## config.mk

```make
export PLATFORM = sky130hd
export DESIGN_NAME = lcsm_ram
export DESIGN_NICKNAME = d
export VERILOG_FILES = /design/src/rtl/lcsm_ram.sv
export SDC_FILE = /design/constraint.sdc
export NUM_CORES = 2
export LEC_CHECK = 0
export ABC_AREA = 1
export ABC_CLOCK_PERIOD_IN_PS = 1700
export BUFFER_PORTS_ARGS = -buffer_cell sky130_fd_sc_hd__buf_4
export CORE_MARGIN = 2
export CORE_UTILIZATION = 30
export CTS_BUF_LIST = sky130_fd_sc_hd__clkbuf_16
export DETAILED_ROUTE_END_ITERATION = 10
export GPL_TIMING_DRIVEN = 0
export PLACE_DENSITY = 0.47
export SLEW_MARGIN = 0
export SYNTH_ARGS = -nofsm -noshare
export SYNTH_HDL_FRONTEND = slang
export SYNTH_SLANG_ARGS = --single-unit
```

## constraint.sdc

```tcl
create_clock -name aclk -period 1.7 [get_ports aclk]
set_input_delay 0.34 -clock aclk [delete_from_list [all_inputs] [get_ports aclk]]
set_output_delay 0.34 -clock aclk [all_outputs]
set_load 0.02 [all_outputs]
```

## src/rtl/lcsm_ram.sv

```systemverilog
// ============================================================================
// lcsm_ram
// Generic single-clock RAM, one write port, one read port, registered read.
// ============================================================================
module lcsm_ram #(
    parameter int WIDTH = 8,
    parameter int DEPTH = 256
) (
    input  logic                     aclk,
    input  logic                     we,
    input  logic [$clog2(DEPTH)-1:0] wr_addr,
    input  logic [WIDTH-1:0]         wr_data,
    input  logic                     rd_en,
    input  logic [$clog2(DEPTH)-1:0] rd_addr,
    output logic [WIDTH-1:0]         rd_data
);

    logic [WIDTH-1:0] mem [0:DEPTH-1];
    logic [WIDTH-1:0] rd_data_reg;

    always_ff @(posedge aclk) begin
        if (we) begin
            mem[wr_addr] <= wr_data;
        end
        if (rd_en) begin
            rd_data_reg <= mem[rd_addr];
        end
    end

    assign rd_data = rd_data_reg;

endmodule

```

* After elaboration in Yosys (flattened, before gate mapping) *
Memories as Yosys holds them, arrays and structs flattened. A register that Yosys moved wholly into a read port is not among the register bits.
Cells that the tools add are included.

operators by class
  mux-type cells = 2

operators with widths
  cell     count
  $mux W1  2

word-level totals
  memories = 1
  memory bits (writable) = 2,048
  logic and storage cells = 3
  flip-flop bits (word level) = 0

memory list
  memory  words  width  rd ports  clocked after Yosys merged registers in  wr ports  line  RTL
  mem     256    8      1         1                                        1         18    logic [WIDTH-1:0] mem [0:DEPTH-1];

* Depth between registers and ports, before layout *
  depth after elaboration = 2
  depth in mapped cells = 15

* Least setup slack after synthesis *
OpenSTA, ideal clock, no wires.

  kind = input port to flip-flop
  from = input we
  to = memory mem[162][0], enable pin
  setup slack = -131 ps
  required time = 1,330 ps
  cell stages on the path = 4
  data arrival time = 1,461 ps
  cell sequence = clkbuf_1 -> nand3_1 -> clkbuf_1 -> nor2_1

between the ends
  cells in the longest elaborated chain, start to end = 2

ends and longest elaborated chain
  what                           line  RTL
  start: declaration             10    input logic we,
  $mux W1                        22    if (we) begin
  $mux W1 (not written as such)  23    mem[wr_addr] <= wr_data;
  end: declaration               18

No other way between the ends.

* Worst setup path after layout *
  from = input wr_addr[4]
  to = memory mem[30][5], enable pin

RTL lines
  what                line  RTL
  start: declaration  11    input logic [$clog2(DEPTH)-1:0] wr_addr,

Straight into the memory's write port.

==> out/metrics.cfg <==
[logic_synthesis]
yosys_warnings=0
synth_area_um2=83500
synth.avg_cell_area_um2=11.9
synth_top_cell_area_share_pct=74.0
yosys.area.top_type=edfxtp_1
syn-num-nets=7030
yosys-top-cells-area=edfxtp_1, nand3_1, nand2_1
syn_inst=7003
ys_seq_elements=2056
synth_cell_types=13
ys_seq_area_share_pct=74.0

[final_layout]
regArea_um2=61700
drive_gt1_share_pct=19.3
final_cell_mix=nand2_1, edfxtp_1, nand3_1, nand3_2, clkbuf_16
fin_cells=11200
synthToLayoutAreaGrowth_pct=22.2
fin_util_pct=36.9
nets=7357
stdcell_area_um2=102000
fillers=26900
largest_register_ffs=2048
mostFrequentLayoutCell=nand2_1
multi_input_area_um2=22600

[critical_path]
r2r_slack_ps=-210
path_max_fanout=10
start_kind=input port
crit_arrival_ps=2490
required_ps=2210
cpMostUsedCell=nor2_2
criticalPathCategory=input port to register
end_kind=register
path_cells=buf_4 > inv_1 > nor2_2 > nand2_1 > clkbuf_2 > nor2_2
reg2reg_depth=10
worstReg2RegEnd=rd_data[7]
timing.rr.start=mem[88][7]
slowest_stage=nor2_2
slowest_delay_ps=690

[floorplan]
die_y_um=532
fp.dieArea_um2=282000
fp-row-count=193
start_util_pct=30.2
ioPinCount=35
core_area_um2=277000
die_x_um=532

[sta]
layout_min_cycle_time_ps=1980
tns_ps=-98580
setup-violations-final=987
slew_headroom_pct=-3.69
fmax_ghz=0.504
timing.final.ws_setup_ps=-282
worstMarginPinSlew_ps=1550
clock-skew-final_ps=104
slew_viol_final=9
timing.final.crit_share_pct=117
timing.final.hold_violations=0
rsz0062_at_grt=yes

[route]
drtIter0Drc=8337
vias=60900
ant_nets=0
drc=0
drt_pre_antenna_iters=8
viasPerCell=5.42
routedWlPerCell_um=33.4
finalWirelength_um=375000

[min_path]
min_from=wr_data[0]
hold_path.class=input port to register
min_path_cells=2
hold_end=mem[180][0]

[outcome]
status=finished, violations left
violations=max-capacitance violations, max-slew violations, negative setup slack

[power_and_ir_drop]
power_density_nw_per_um2=1140
vdd_ir_drop_max_v=0.000960
power.leakage_nw=35.1

[clock_network]
tritoncts=done
htree_levels=4
clock_latency_ps=930
clk_pin_slew_ps=60
clock_sinks=2056
cts_inserted_buffers=223
clk_path_buf_depth=3
root_buffer=clkbuf_16

[global_routing]
use_met1_pct=33.4
grt_max_degree=137
grt.total_usage_pct=25.7
gr-usage-met3_pct=6.93
overflow=0
antenna_found_initial=26
met2_usage_pct=39.1
grt_first_pass_wirelength_um=496000
grt_pass1_vias=56700
grt-busiest-layer=met2

[placement]
place.gp.congestion=0.985
place_area_um2=89500
port_buffers=27
dp_cells=10800
hpwl_um=259000

[job]
maxCapViolations=2

[synth_stat cells]
library cell,instances
nand2_1,2123
edfxtp_1,2056
nand3_1,2019
nor2_1,283
buf_2,268
clkbuf_1,112
buf_4,46
buf_1,40
inv_1,36
buf_6,16
inv_2,2
buf_8,1
inv_4,1
[report_power, final]
group	switching, mW	leakage [nW]	total, mW	internal, mW
Sequential	0.0357	18.5	55.9	55.9
Combinational	7.42	12.8	9.66	2.23
Clock	21.7	3.77	50.3	28.6
Total	29.2	35.1	116	86.7
[stage by stage]
step	power, mW	setup slack (ps)	hold slack (ps)
after floorplan	60.6	-131	439
after global placement	65.3	-2760	618
after detailed placement	65.4	-2750	626
after CTS	115	-344	26.6
after global routing	118	-189	40.1
final	116	-282	63.6
[cells by family after synthesis]
kind of cell           after synthesis  synth area share, %
AND/OR/NAND/NOR                   4425                 22.9
flip-flops                        2056                 74.0
buffers and inverters              522                 3.12
[worst max-delay path: cells and delay by family]
| family | cells | cell delay (ps) |
|---|---|---|
| buffers and inverters | 3 | 610 |
| and+or+nand+nor | 3 | 1510 |
[worst max-delay path by stage]
stage,startpoint,end,cells past startpoint
global route,wr_addr[4],mem[30][4],6
detailed placement,rd_addr[2],rd_data[3],11
floorplan,we,mem[162][0],4
global placement,rd_addr[2],rd_data[3],11
finish,wr_addr[4],mem[30][5],6
CTS,wr_addr[5],mem[243][3],6
[area by class of cell]
| cell class | instances | area share [%] |
|---|---|---|
| Clock buffer | 224 | 5.49 |
| Timing Repair Buffer | 102 | 1.53 |
| Sequential cell | 2056 | 60.5 |
| Tap cell | 3705 | 4.54 |
| Multi-Input combinational cell | 4425 | 22.2 |
| Clock inverter | 197 | 1.90 |
| Inverter | 39 | 0.152 |
| Antenna cell | 12 | 0.0294 |
| Buffer | 483 | 3.67 |
[metal layers]
layer / vias to the layer above / routed length (um)
li1: 25600 / -
met1: 30900 / 149000
met2: 3484 / 166000
met3: 840 / 37500
met4: 18 / 22000
met5: - / 652
[repair_timing]
item	CTS	global route
gates resized for setup	754	447
setup buffers	18	24
pin swaps	70	90
hold buffers	9	0
setup endpoints to repair	1993	1809
hold endpoints to repair	324	0
No activity file was read; power rests on OpenSTA's default activity.
