$ cat src/rtl/lcsm_pkg.sv
// ============================================================================
// lcsm_pkg
// Shared types and constants for the label centroid sphere marker.
// ============================================================================
package lcsm_pkg;

    localparam int COORD_W  = 6;
    localparam int LABEL_W  = 8;
    localparam int KIND_W   = 2;
    localparam int RADIUS_W = 6;
    localparam int SUM_W    = 24;
    localparam int CNT_W    = 19;
    localparam int SQ_W     = 2 * COORD_W;
    localparam int DIST_W   = SQ_W + 2;

    // divider: numerator 2*sum+n, denominator 2*n
    localparam int NUM_W  = SUM_W + 2;
    localparam int DEN_W  = CNT_W + 1;
    localparam int REM_W  = DEN_W + 1;
    localparam int STEP_W = $clog2(NUM_W);

    // voxel store, addressed x + 64*y + 4096*z
    localparam int ADDR_W      = 3 * COORD_W;
    localparam int STORE_DEPTH = 1 << ADDR_W;

    localparam int CFG_IDX_W  = 1;
    localparam int CFG_DATA_W = 8;

    localparam logic [CFG_IDX_W-1:0] CFG_TARGET = 1'b0;
    localparam logic [CFG_IDX_W-1:0] CFG_RADIUS = 1'b1;

    localparam logic [KIND_W-1:0] KIND_LOAD = 2'd0;
    localparam logic [KIND_W-1:0] KIND_READ = 2'd1;
    localparam logic [KIND_W-1:0] KIND_NEW  = 2'd2;

    localparam logic [1:0] AXIS_X = 2'd0;
    localparam logic [1:0] AXIS_Y = 2'd1;
    localparam logic [1:0] AXIS_Z = 2'd2;

    localparam logic [LABEL_W-1:0]  TARGET_RST = 8'd1;
    localparam logic [RADIUS_W-1:0] RADIUS_RST = 6'd4;

    typedef struct packed {
        logic [KIND_W-1:0]  kind;
        logic [COORD_W-1:0] pos_x;
        logic [COORD_W-1:0] pos_y;
        logic [COORD_W-1:0] pos_z;
        logic [LABEL_W-1:0] label_in;
    } in_word_t;

    typedef struct packed {
        logic [LABEL_W-1:0] label_out;
        logic               target_present;
    } out_word_t;

    typedef enum logic [2:0] {
        ST_IDLE,
        ST_DIV_START,
        ST_DIV_WAIT,
        ST_SQ,
        ST_RES
    } state_t;

endpackage

$ cat src/rtl/lcsm_div.sv
// ============================================================================
// lcsm_div
// Restoring divider, one quotient bit per cycle; quotient saturated to 63.
// ============================================================================
module lcsm_div
    import lcsm_pkg::*;
(
    input  logic               aclk,
    input  logic               aresetn,
    input  logic               start,
    input  logic [NUM_W-1:0]   num,
    input  logic [DEN_W-1:0]   den,
    output logic               done,
    output logic [COORD_W-1:0] quot_sat
);

    logic              busy_reg, busy_next;
    logic              done_reg, done_next;
    logic [STEP_W-1:0] step_reg, step_next;
    logic [DEN_W-1:0]  rem_reg,  rem_next;
    logic [NUM_W-1:0]  quo_reg,  quo_next;
    logic [DEN_W-1:0]  den_reg,  den_next;

    logic [REM_W-1:0]  rem_sh;
    logic [REM_W-1:0]  rem_sub;
    logic              ge;

    assign rem_sh  = {rem_reg, quo_reg[NUM_W-1]};
    assign ge      = rem_sh >= {1'b0, den_reg};
    assign rem_sub = rem_sh - {1'b0, den_reg};

    always_comb begin
        busy_next = busy_reg;
        done_next = 1'b0;
        step_next = step_reg;
        rem_next  = rem_reg;
        quo_next  = quo_reg;
        den_next  = den_reg;
        if (start) begin
            busy_next = 1'b1;
            step_next = '0;
            rem_next  = '0;
            quo_next  = num;
            den_next  = den;
        end else if (busy_reg) begin
            // remainder stays below den, so it fits back in DEN_W bits
            rem_next  = ge ? rem_sub[DEN_W-1:0] : rem_sh[DEN_W-1:0];
            quo_next  = {quo_reg[NUM_W-2:0], ge};
            step_next = step_reg + 1'b1;
            if (step_reg == STEP_W'(NUM_W - 1)) begin
                busy_next = 1'b0;
                done_next = 1'b1;
            end
        end
    end

    always_ff @(posedge aclk) begin
        if (!aresetn) begin
            busy_reg <= 1'b0;
            done_reg <= 1'b0;
            step_reg <= '0;
        end else begin
            busy_reg <= busy_next;
            done_reg <= done_next;
            step_reg <= step_next;
        end
    end

    always_ff @(posedge aclk) begin
        rem_reg <= rem_next;
        quo_reg <= quo_next;
        den_reg <= den_next;
    end

    assign done     = done_reg;
    assign quot_sat = (|quo_reg[NUM_W-1:COORD_W]) ? '1 : quo_reg[COORD_W-1:0];

endmodule

$ cat config.mk
export PLATFORM = sky130hd
export DESIGN_NAME = lcsm_div
export DESIGN_NICKNAME = d
export VERILOG_FILES = /design/src/rtl/lcsm_pkg.sv /design/src/rtl/lcsm_div.sv
export SDC_FILE = /design/constraint.sdc
export NUM_CORES = 1
export LEC_CHECK = 0
export BUFFER_PORTS_ARGS = -buffer_cell sky130_fd_sc_hd__clkbuf_2
export CORE_MARGIN = 2
export CORE_UTILIZATION = 45
export CTS_CLUSTER_DIAMETER = 200
export DETAILED_ROUTE_END_ITERATION = 6
export PLACE_DENSITY = 0.65
export RECOVER_POWER = 50
export SETUP_SLACK_MARGIN = 0.15
export SYNTH_ARGS = -nofsm -noshare
export SYNTH_HDL_FRONTEND = slang
export SYNTH_SLANG_ARGS = --single-unit
$ cat constraint.sdc
create_clock -name aclk -period 3.7 [get_ports aclk]
set_input_delay 0.185 -clock aclk [delete_from_list [all_inputs] [get_ports aclk]]
set_output_delay 0.185 -clock aclk [all_outputs]
set_load 0.005 [all_outputs]
==> After elaboration in Yosys (flattened, before gate mapping) <==
Cells that the tools add are included.
{ "op_classes": {"n_reduce_logical": 4, "addsub": 2, "n_shift": 0, "eq_ne": 1, "magnitude_cmp": 1, "n_div": 0, "muxes": 8, "multipliers": 0, "bitwise": 2} }
{ "op_table": {"columns": ["cell", "n"], "rows": [
  ["26-bit two-way mux", 2],
  ["21-bit by 20-bit >= comparator with 1-bit output", 1],
  ["20-bit two-way mux", 1],
  ["20-bit OR reduction", 1],
  ["20-bit subtractor", 1],
  ["6-bit two-way mux", 1],
  ["5-bit by 1-bit adder with 5-bit output, second input constant", 1],
  ["5-bit == test, second input constant", 1],
  ["1-bit two-way mux", 4],
  ["3-bit OR reduction", 1],
  ["1-bit NOT", 2],
  ["2-bit nonzero test", 1],
  ["2-bit OR reduction", 1]
]} }
{ "word_totals": {"latchBits": 0, "ramBits": 0, "ff_bits": 73, "memories": 0, "input_bits": 49, "wordCells": 24, "mem_bits_ro": 0, "output_inout_bits": 7} }

==> Logic depth before layout (Yosys ltp) <==
{ "logic_depth": {"depth_word": 4, "depth_mapped": 11, "ltp_nobuf": 11} }

==> Least setup slack after synthesis <==
OpenSTA, ideal clock, no wires.
{ "synth_timing": {"kind": "register to register", "startpoint": "register den_reg[1]", "endpoint": "register rem_reg[0]", "setup_time_ps": 86, "slack_ps": 985, "path_buffers": 0, "path_stages_with_launch": 11, "required_ps": 3614, "period_less_slack_ps": 2715, "arrival_ps": 2630, "cell_sequence": "edfxtp_1 -> inv_1 -> ha_1 -> nor2b_1 -> o31ai_2 -> a211oi_2 -> a2111oi_4 -> o221ai_2 -> o32ai_4 -> mux2_2 -> a211oi_1"} }
{ "synth_between": {"elab_chain_len": 2} }
{ "synth_lines": {"columns": ["element", "line", "rtl"], "rows": [
  ["from (decl)", "lcsm_div.sv:22", "logic [DEN_W-1:0] den_reg, den_next;"],
  ["from (signal assigned)", "lcsm_div.sv:72", "den_reg <= den_next;"],
  ["21-bit by 20-bit >= comparator with 1-bit output", "lcsm_div.sv:29", "assign ge = rem_sh >= {1'b0, den_reg};"],
  ["20-bit two-way mux", "lcsm_div.sv:47", "rem_next = ge ? rem_sub[DEN_W-1:0] : rem_sh[DEN_W-1:0];"],
  ["to (signal assigned)", "lcsm_div.sv:70", "rem_reg <= rem_next;"],
  ["to (decl)", "lcsm_div.sv:20", "logic [DEN_W-1:0] rem_reg, rem_next;"]
]} }
Every way passes these cells.
A chain may end at the register's enable or synchronous reset.

==> Worst setup path in the final report <==
{ "layout_timing": {"startpoint": "register den_reg[1]", "endpoint": "register rem_reg[19]"} }
{ "layout_between": {"elab_chain_len": 2, "word_cells_on_any_way": 3, "classes_between": "add/sub: 1; order compare: 1; mux: 1"} }
{ "layout_lines": {"columns": ["element", "line"], "rows": [
  ["20-bit subtractor / 21-bit by 20-bit >= comparator with 1-bit output (equally long branches)", "lcsm_div.sv:30, lcsm_div.sv:29"],
  ["20-bit two-way mux *", "lcsm_div.sv:47"]
]} }
Mark *: on every way between the ends. The rest lies on a longest branch, timed or not.

==> impl_metrics.yaml <==
placed_design:
  place_hpwl_um: 5830
  pre_cts_ws_ns: 0.548
  portBuffers: 55
  gp_congestion: 0.799
layout:
  drive_gt1_share_pct: 24.1
  regArea_mm2: 0.00192
  nets: 507
  largest_reg_flops: 26
  n_fill_cell: 778
  antenna_cells: 0
  synthToLayoutAreaGrowth_pct: 18.0
  multi_input_area_mm2: 0.00189
clock_tree:
  cts_buffers: 9
  cts-hold-fix-buffers: 12
  clk_latency_ns: 0.36
  clockBufferDepth: 2
  htree_levels: 3
  cts.sinks: 73
  cts_resized: 0
  post_cts_buffers: 0
  cts_root_buf: "clkbuf_8"
  cts.clk_slew.worst_paths_ns: 0.08
  cts_tree: "done"
pwr:
  power_leakage_nw: 1.96
  switching_power_mw: 0.507
  switching_share_pct: 27.8
  powerDensity_mw_per_mm2: 390
  seq_power_share_pct: 52.8
  intPower_mw: 1.31
  ir_drop_v: 0.000225
  finalPower_mw: 1.82
  p_comb_share_pct: 14.5
  clockPowerShare_pct: 32.7
worst_setup_path:
  cp_top_family: "compound AO/OA/AOI/OAI gates"
  crit_fanout: 19
  critical_path_class: "flop to flop"
  timing.critical_path.buf_inv: 2
  start_kind: "flop"
  slowest_stage: "edfxtp_1"
  cp_cell_sequence: "inv_1 -> ha_1 -> nor2b_1 -> o31ai_2 -> a211oi_2 -> a2111oi_4 -> o221ai_2 -> o32ai_4 -> buf_4 -> nand2b_1 -> o21ai_0"
  critical_path_arrival_ns: 3.36
  required_ns: 3.92
  crit_path_max_incr_delay_ns: 0.43
  setup.worst_path.end_class: "flop"
outcome:
  outcome: "finished, violations left"
  violations: "max-capacitance violations, max-slew violations"
global_routing:
  grt_pass1_vias: 2933
  grt_pass1_wl_um: 14100
  grt_use_met2_pct: 28.4
  antenna_found_initial: 0
  top_usage_layer: "met2"
  grt_use_met1_pct: 25.1
  grt_max_degree: 51
  grt_overflow: 0
  grt_util_met3_pct: 4.15
  track_usage_pct: 18.1
timing:
  finalSetupViolations: 0
  fin_setup_tns_ns: 0
  slew_viol_final: 51
  layout_worst_path_cycle_share_pct: 84.9
  slew_headroom_pct: -80.1
  clock.fmax_mhz: 318
  hold_violations: 0
  rsz0062_at_grt: "false"
  holdWs_ns: 0.00906
  worst_slack_ns: 0.560
  worst_slew_pin_slew_ns: 2.70
  clock_skew_ns: 0.0171
  finalCriticalPeriod_ns: 3.14
routing:
  routedWlPerCell_um: 14.6
  vias: 2903
  wirelength_um: 7980
  drcViolationCount: 0
  drt_first_pass_iters: 4
  ant_nets: 0
  drtIter0Drc: 216
  via_per_inst: 5.30
yosys:
  yosysSeqAreaShare_pct: 48.5
  syn-num-nets: 433
  yosys_warnings: 0
  dominantRegCellSynth: "edfxtp_1"
  netlist_area_mm2: 0.00397
  synth_area_leaders: "edfxtp_1, dfxtp_1, mux2_2, ha_1, inv_1"
  ys_async_sr_fraction_pct: 0
  synth_top_area_share_pct: 34.8
  yosys-top-cells-count: "edfxtp_1, inv_1, dfxtp_1"
  syn-instance-count: 361
  yosysTopAreaCell: "edfxtp_1"
  synth-edff-count: 46
  ys_types: 46
  yosysMostFrequentCell: "edfxtp_1"
  synth-seq-cells: 73
  syn_avg_cell_area_um2: 11.0
die:
  initial_core_util_pct: 45.9
  rows: 34
  ioPinCount: 56
  die_w_um: 97.9
  die_area_mm2: 0.00958
  core_mm2: 0.00864
  die_y_um: 97.9
flow_run:
  cap_violations: 1
hold_path:
  hold_class: "primary input to flop"
==> layout make-up <==
| type | count | share of cell area [%] |
|---|---|---|
| sequential | 73 | 41.1 |
| multi-input combinational | 249 | 40.4 |
| timing repair buffer | 73 | 9.36 |
| tap | 108 | 2.89 |
| clock buffer | 9 | 2.65 |
| inverter | 29 | 2.33 |
| clock inverter | 7 | 1.31 |
==> through the flow <==
step	utilization, %	area (um2)	std cells
detailed placement	50.6	4370	519
CTS	54.1	4670	547
floorplan	-	3970	361
global route	54.2	4680	548
finish	54.2	4680	548
global placement	50.6	4370	519
==> routing by layer <==
layer  vias up  part of all wire [%]
met1      1353                    48
li1       1494                     -
met3         5                   4.0
met5         -                     0
met4         0                   1.0
met2        51                    47
==> power groups by stage <==
stage / Combinational, mW / Sequential, mW / Clock (mW)
2_1_floorplan: 0.183 / 0.967 / 0
3_5_place_dp: 0.250 / 0.981 / 0
5_1_grt: 0.297 / 0.971 / 0.649
3_3_place_gp: 0.246 / 0.978 / 0
6_report: 0.263 / 0.962 / 0.596
4_1_cts: 0.262 / 0.962 / 0.611
==> cell families after synthesis <==
kind of cell	Yosys count	synth area share (%)
and+or+nand+nor	88	10.7
AOI/OAI and AO/OA	86	16.1
DFF	73	48.5
buffers and inverters	39	3.91
muxes	33	9.15
adders and majority gates	23	7.45
xor gates and xnor gates	19	4.20
==> cell usage in the layout (no fill, tap or decap), drive strengths merged, types with 8 or more instances in the layout <==
cell type | Yosys | final
mux2 | 26 | 26
xnor2 | 9 | 9
o21ai | 17 | 17
xor2 | 10 | 10
ha | 22 | 22
clkbuf | 7 | 65
or3 | 8 | 8
nand2 | 24 | 24
inv | 29 | 34
dfxtp | 27 | 27
a32oi | 9 | 9
dlygate4sd3 | 0 | 13
edfxtp | 46 | 46
a21oi | 18 | 18
nor2 | 23 | 23
==> path summary, 6_finish.rpt <==
path	start	endpoint	slack, ns	cells past startpoint
worst min-delay path	den[17]	den_reg[17]	0.009	1
worst min register to register	rem_reg[5]	rem_reg[5]	0.48	2
worst max register to register	den_reg[1]	rem_reg[19]	0.56	11
worst max-delay path	den_reg[1]	rem_reg[19]	0.56	11
No activity file was read; power rests on OpenSTA's default activity.
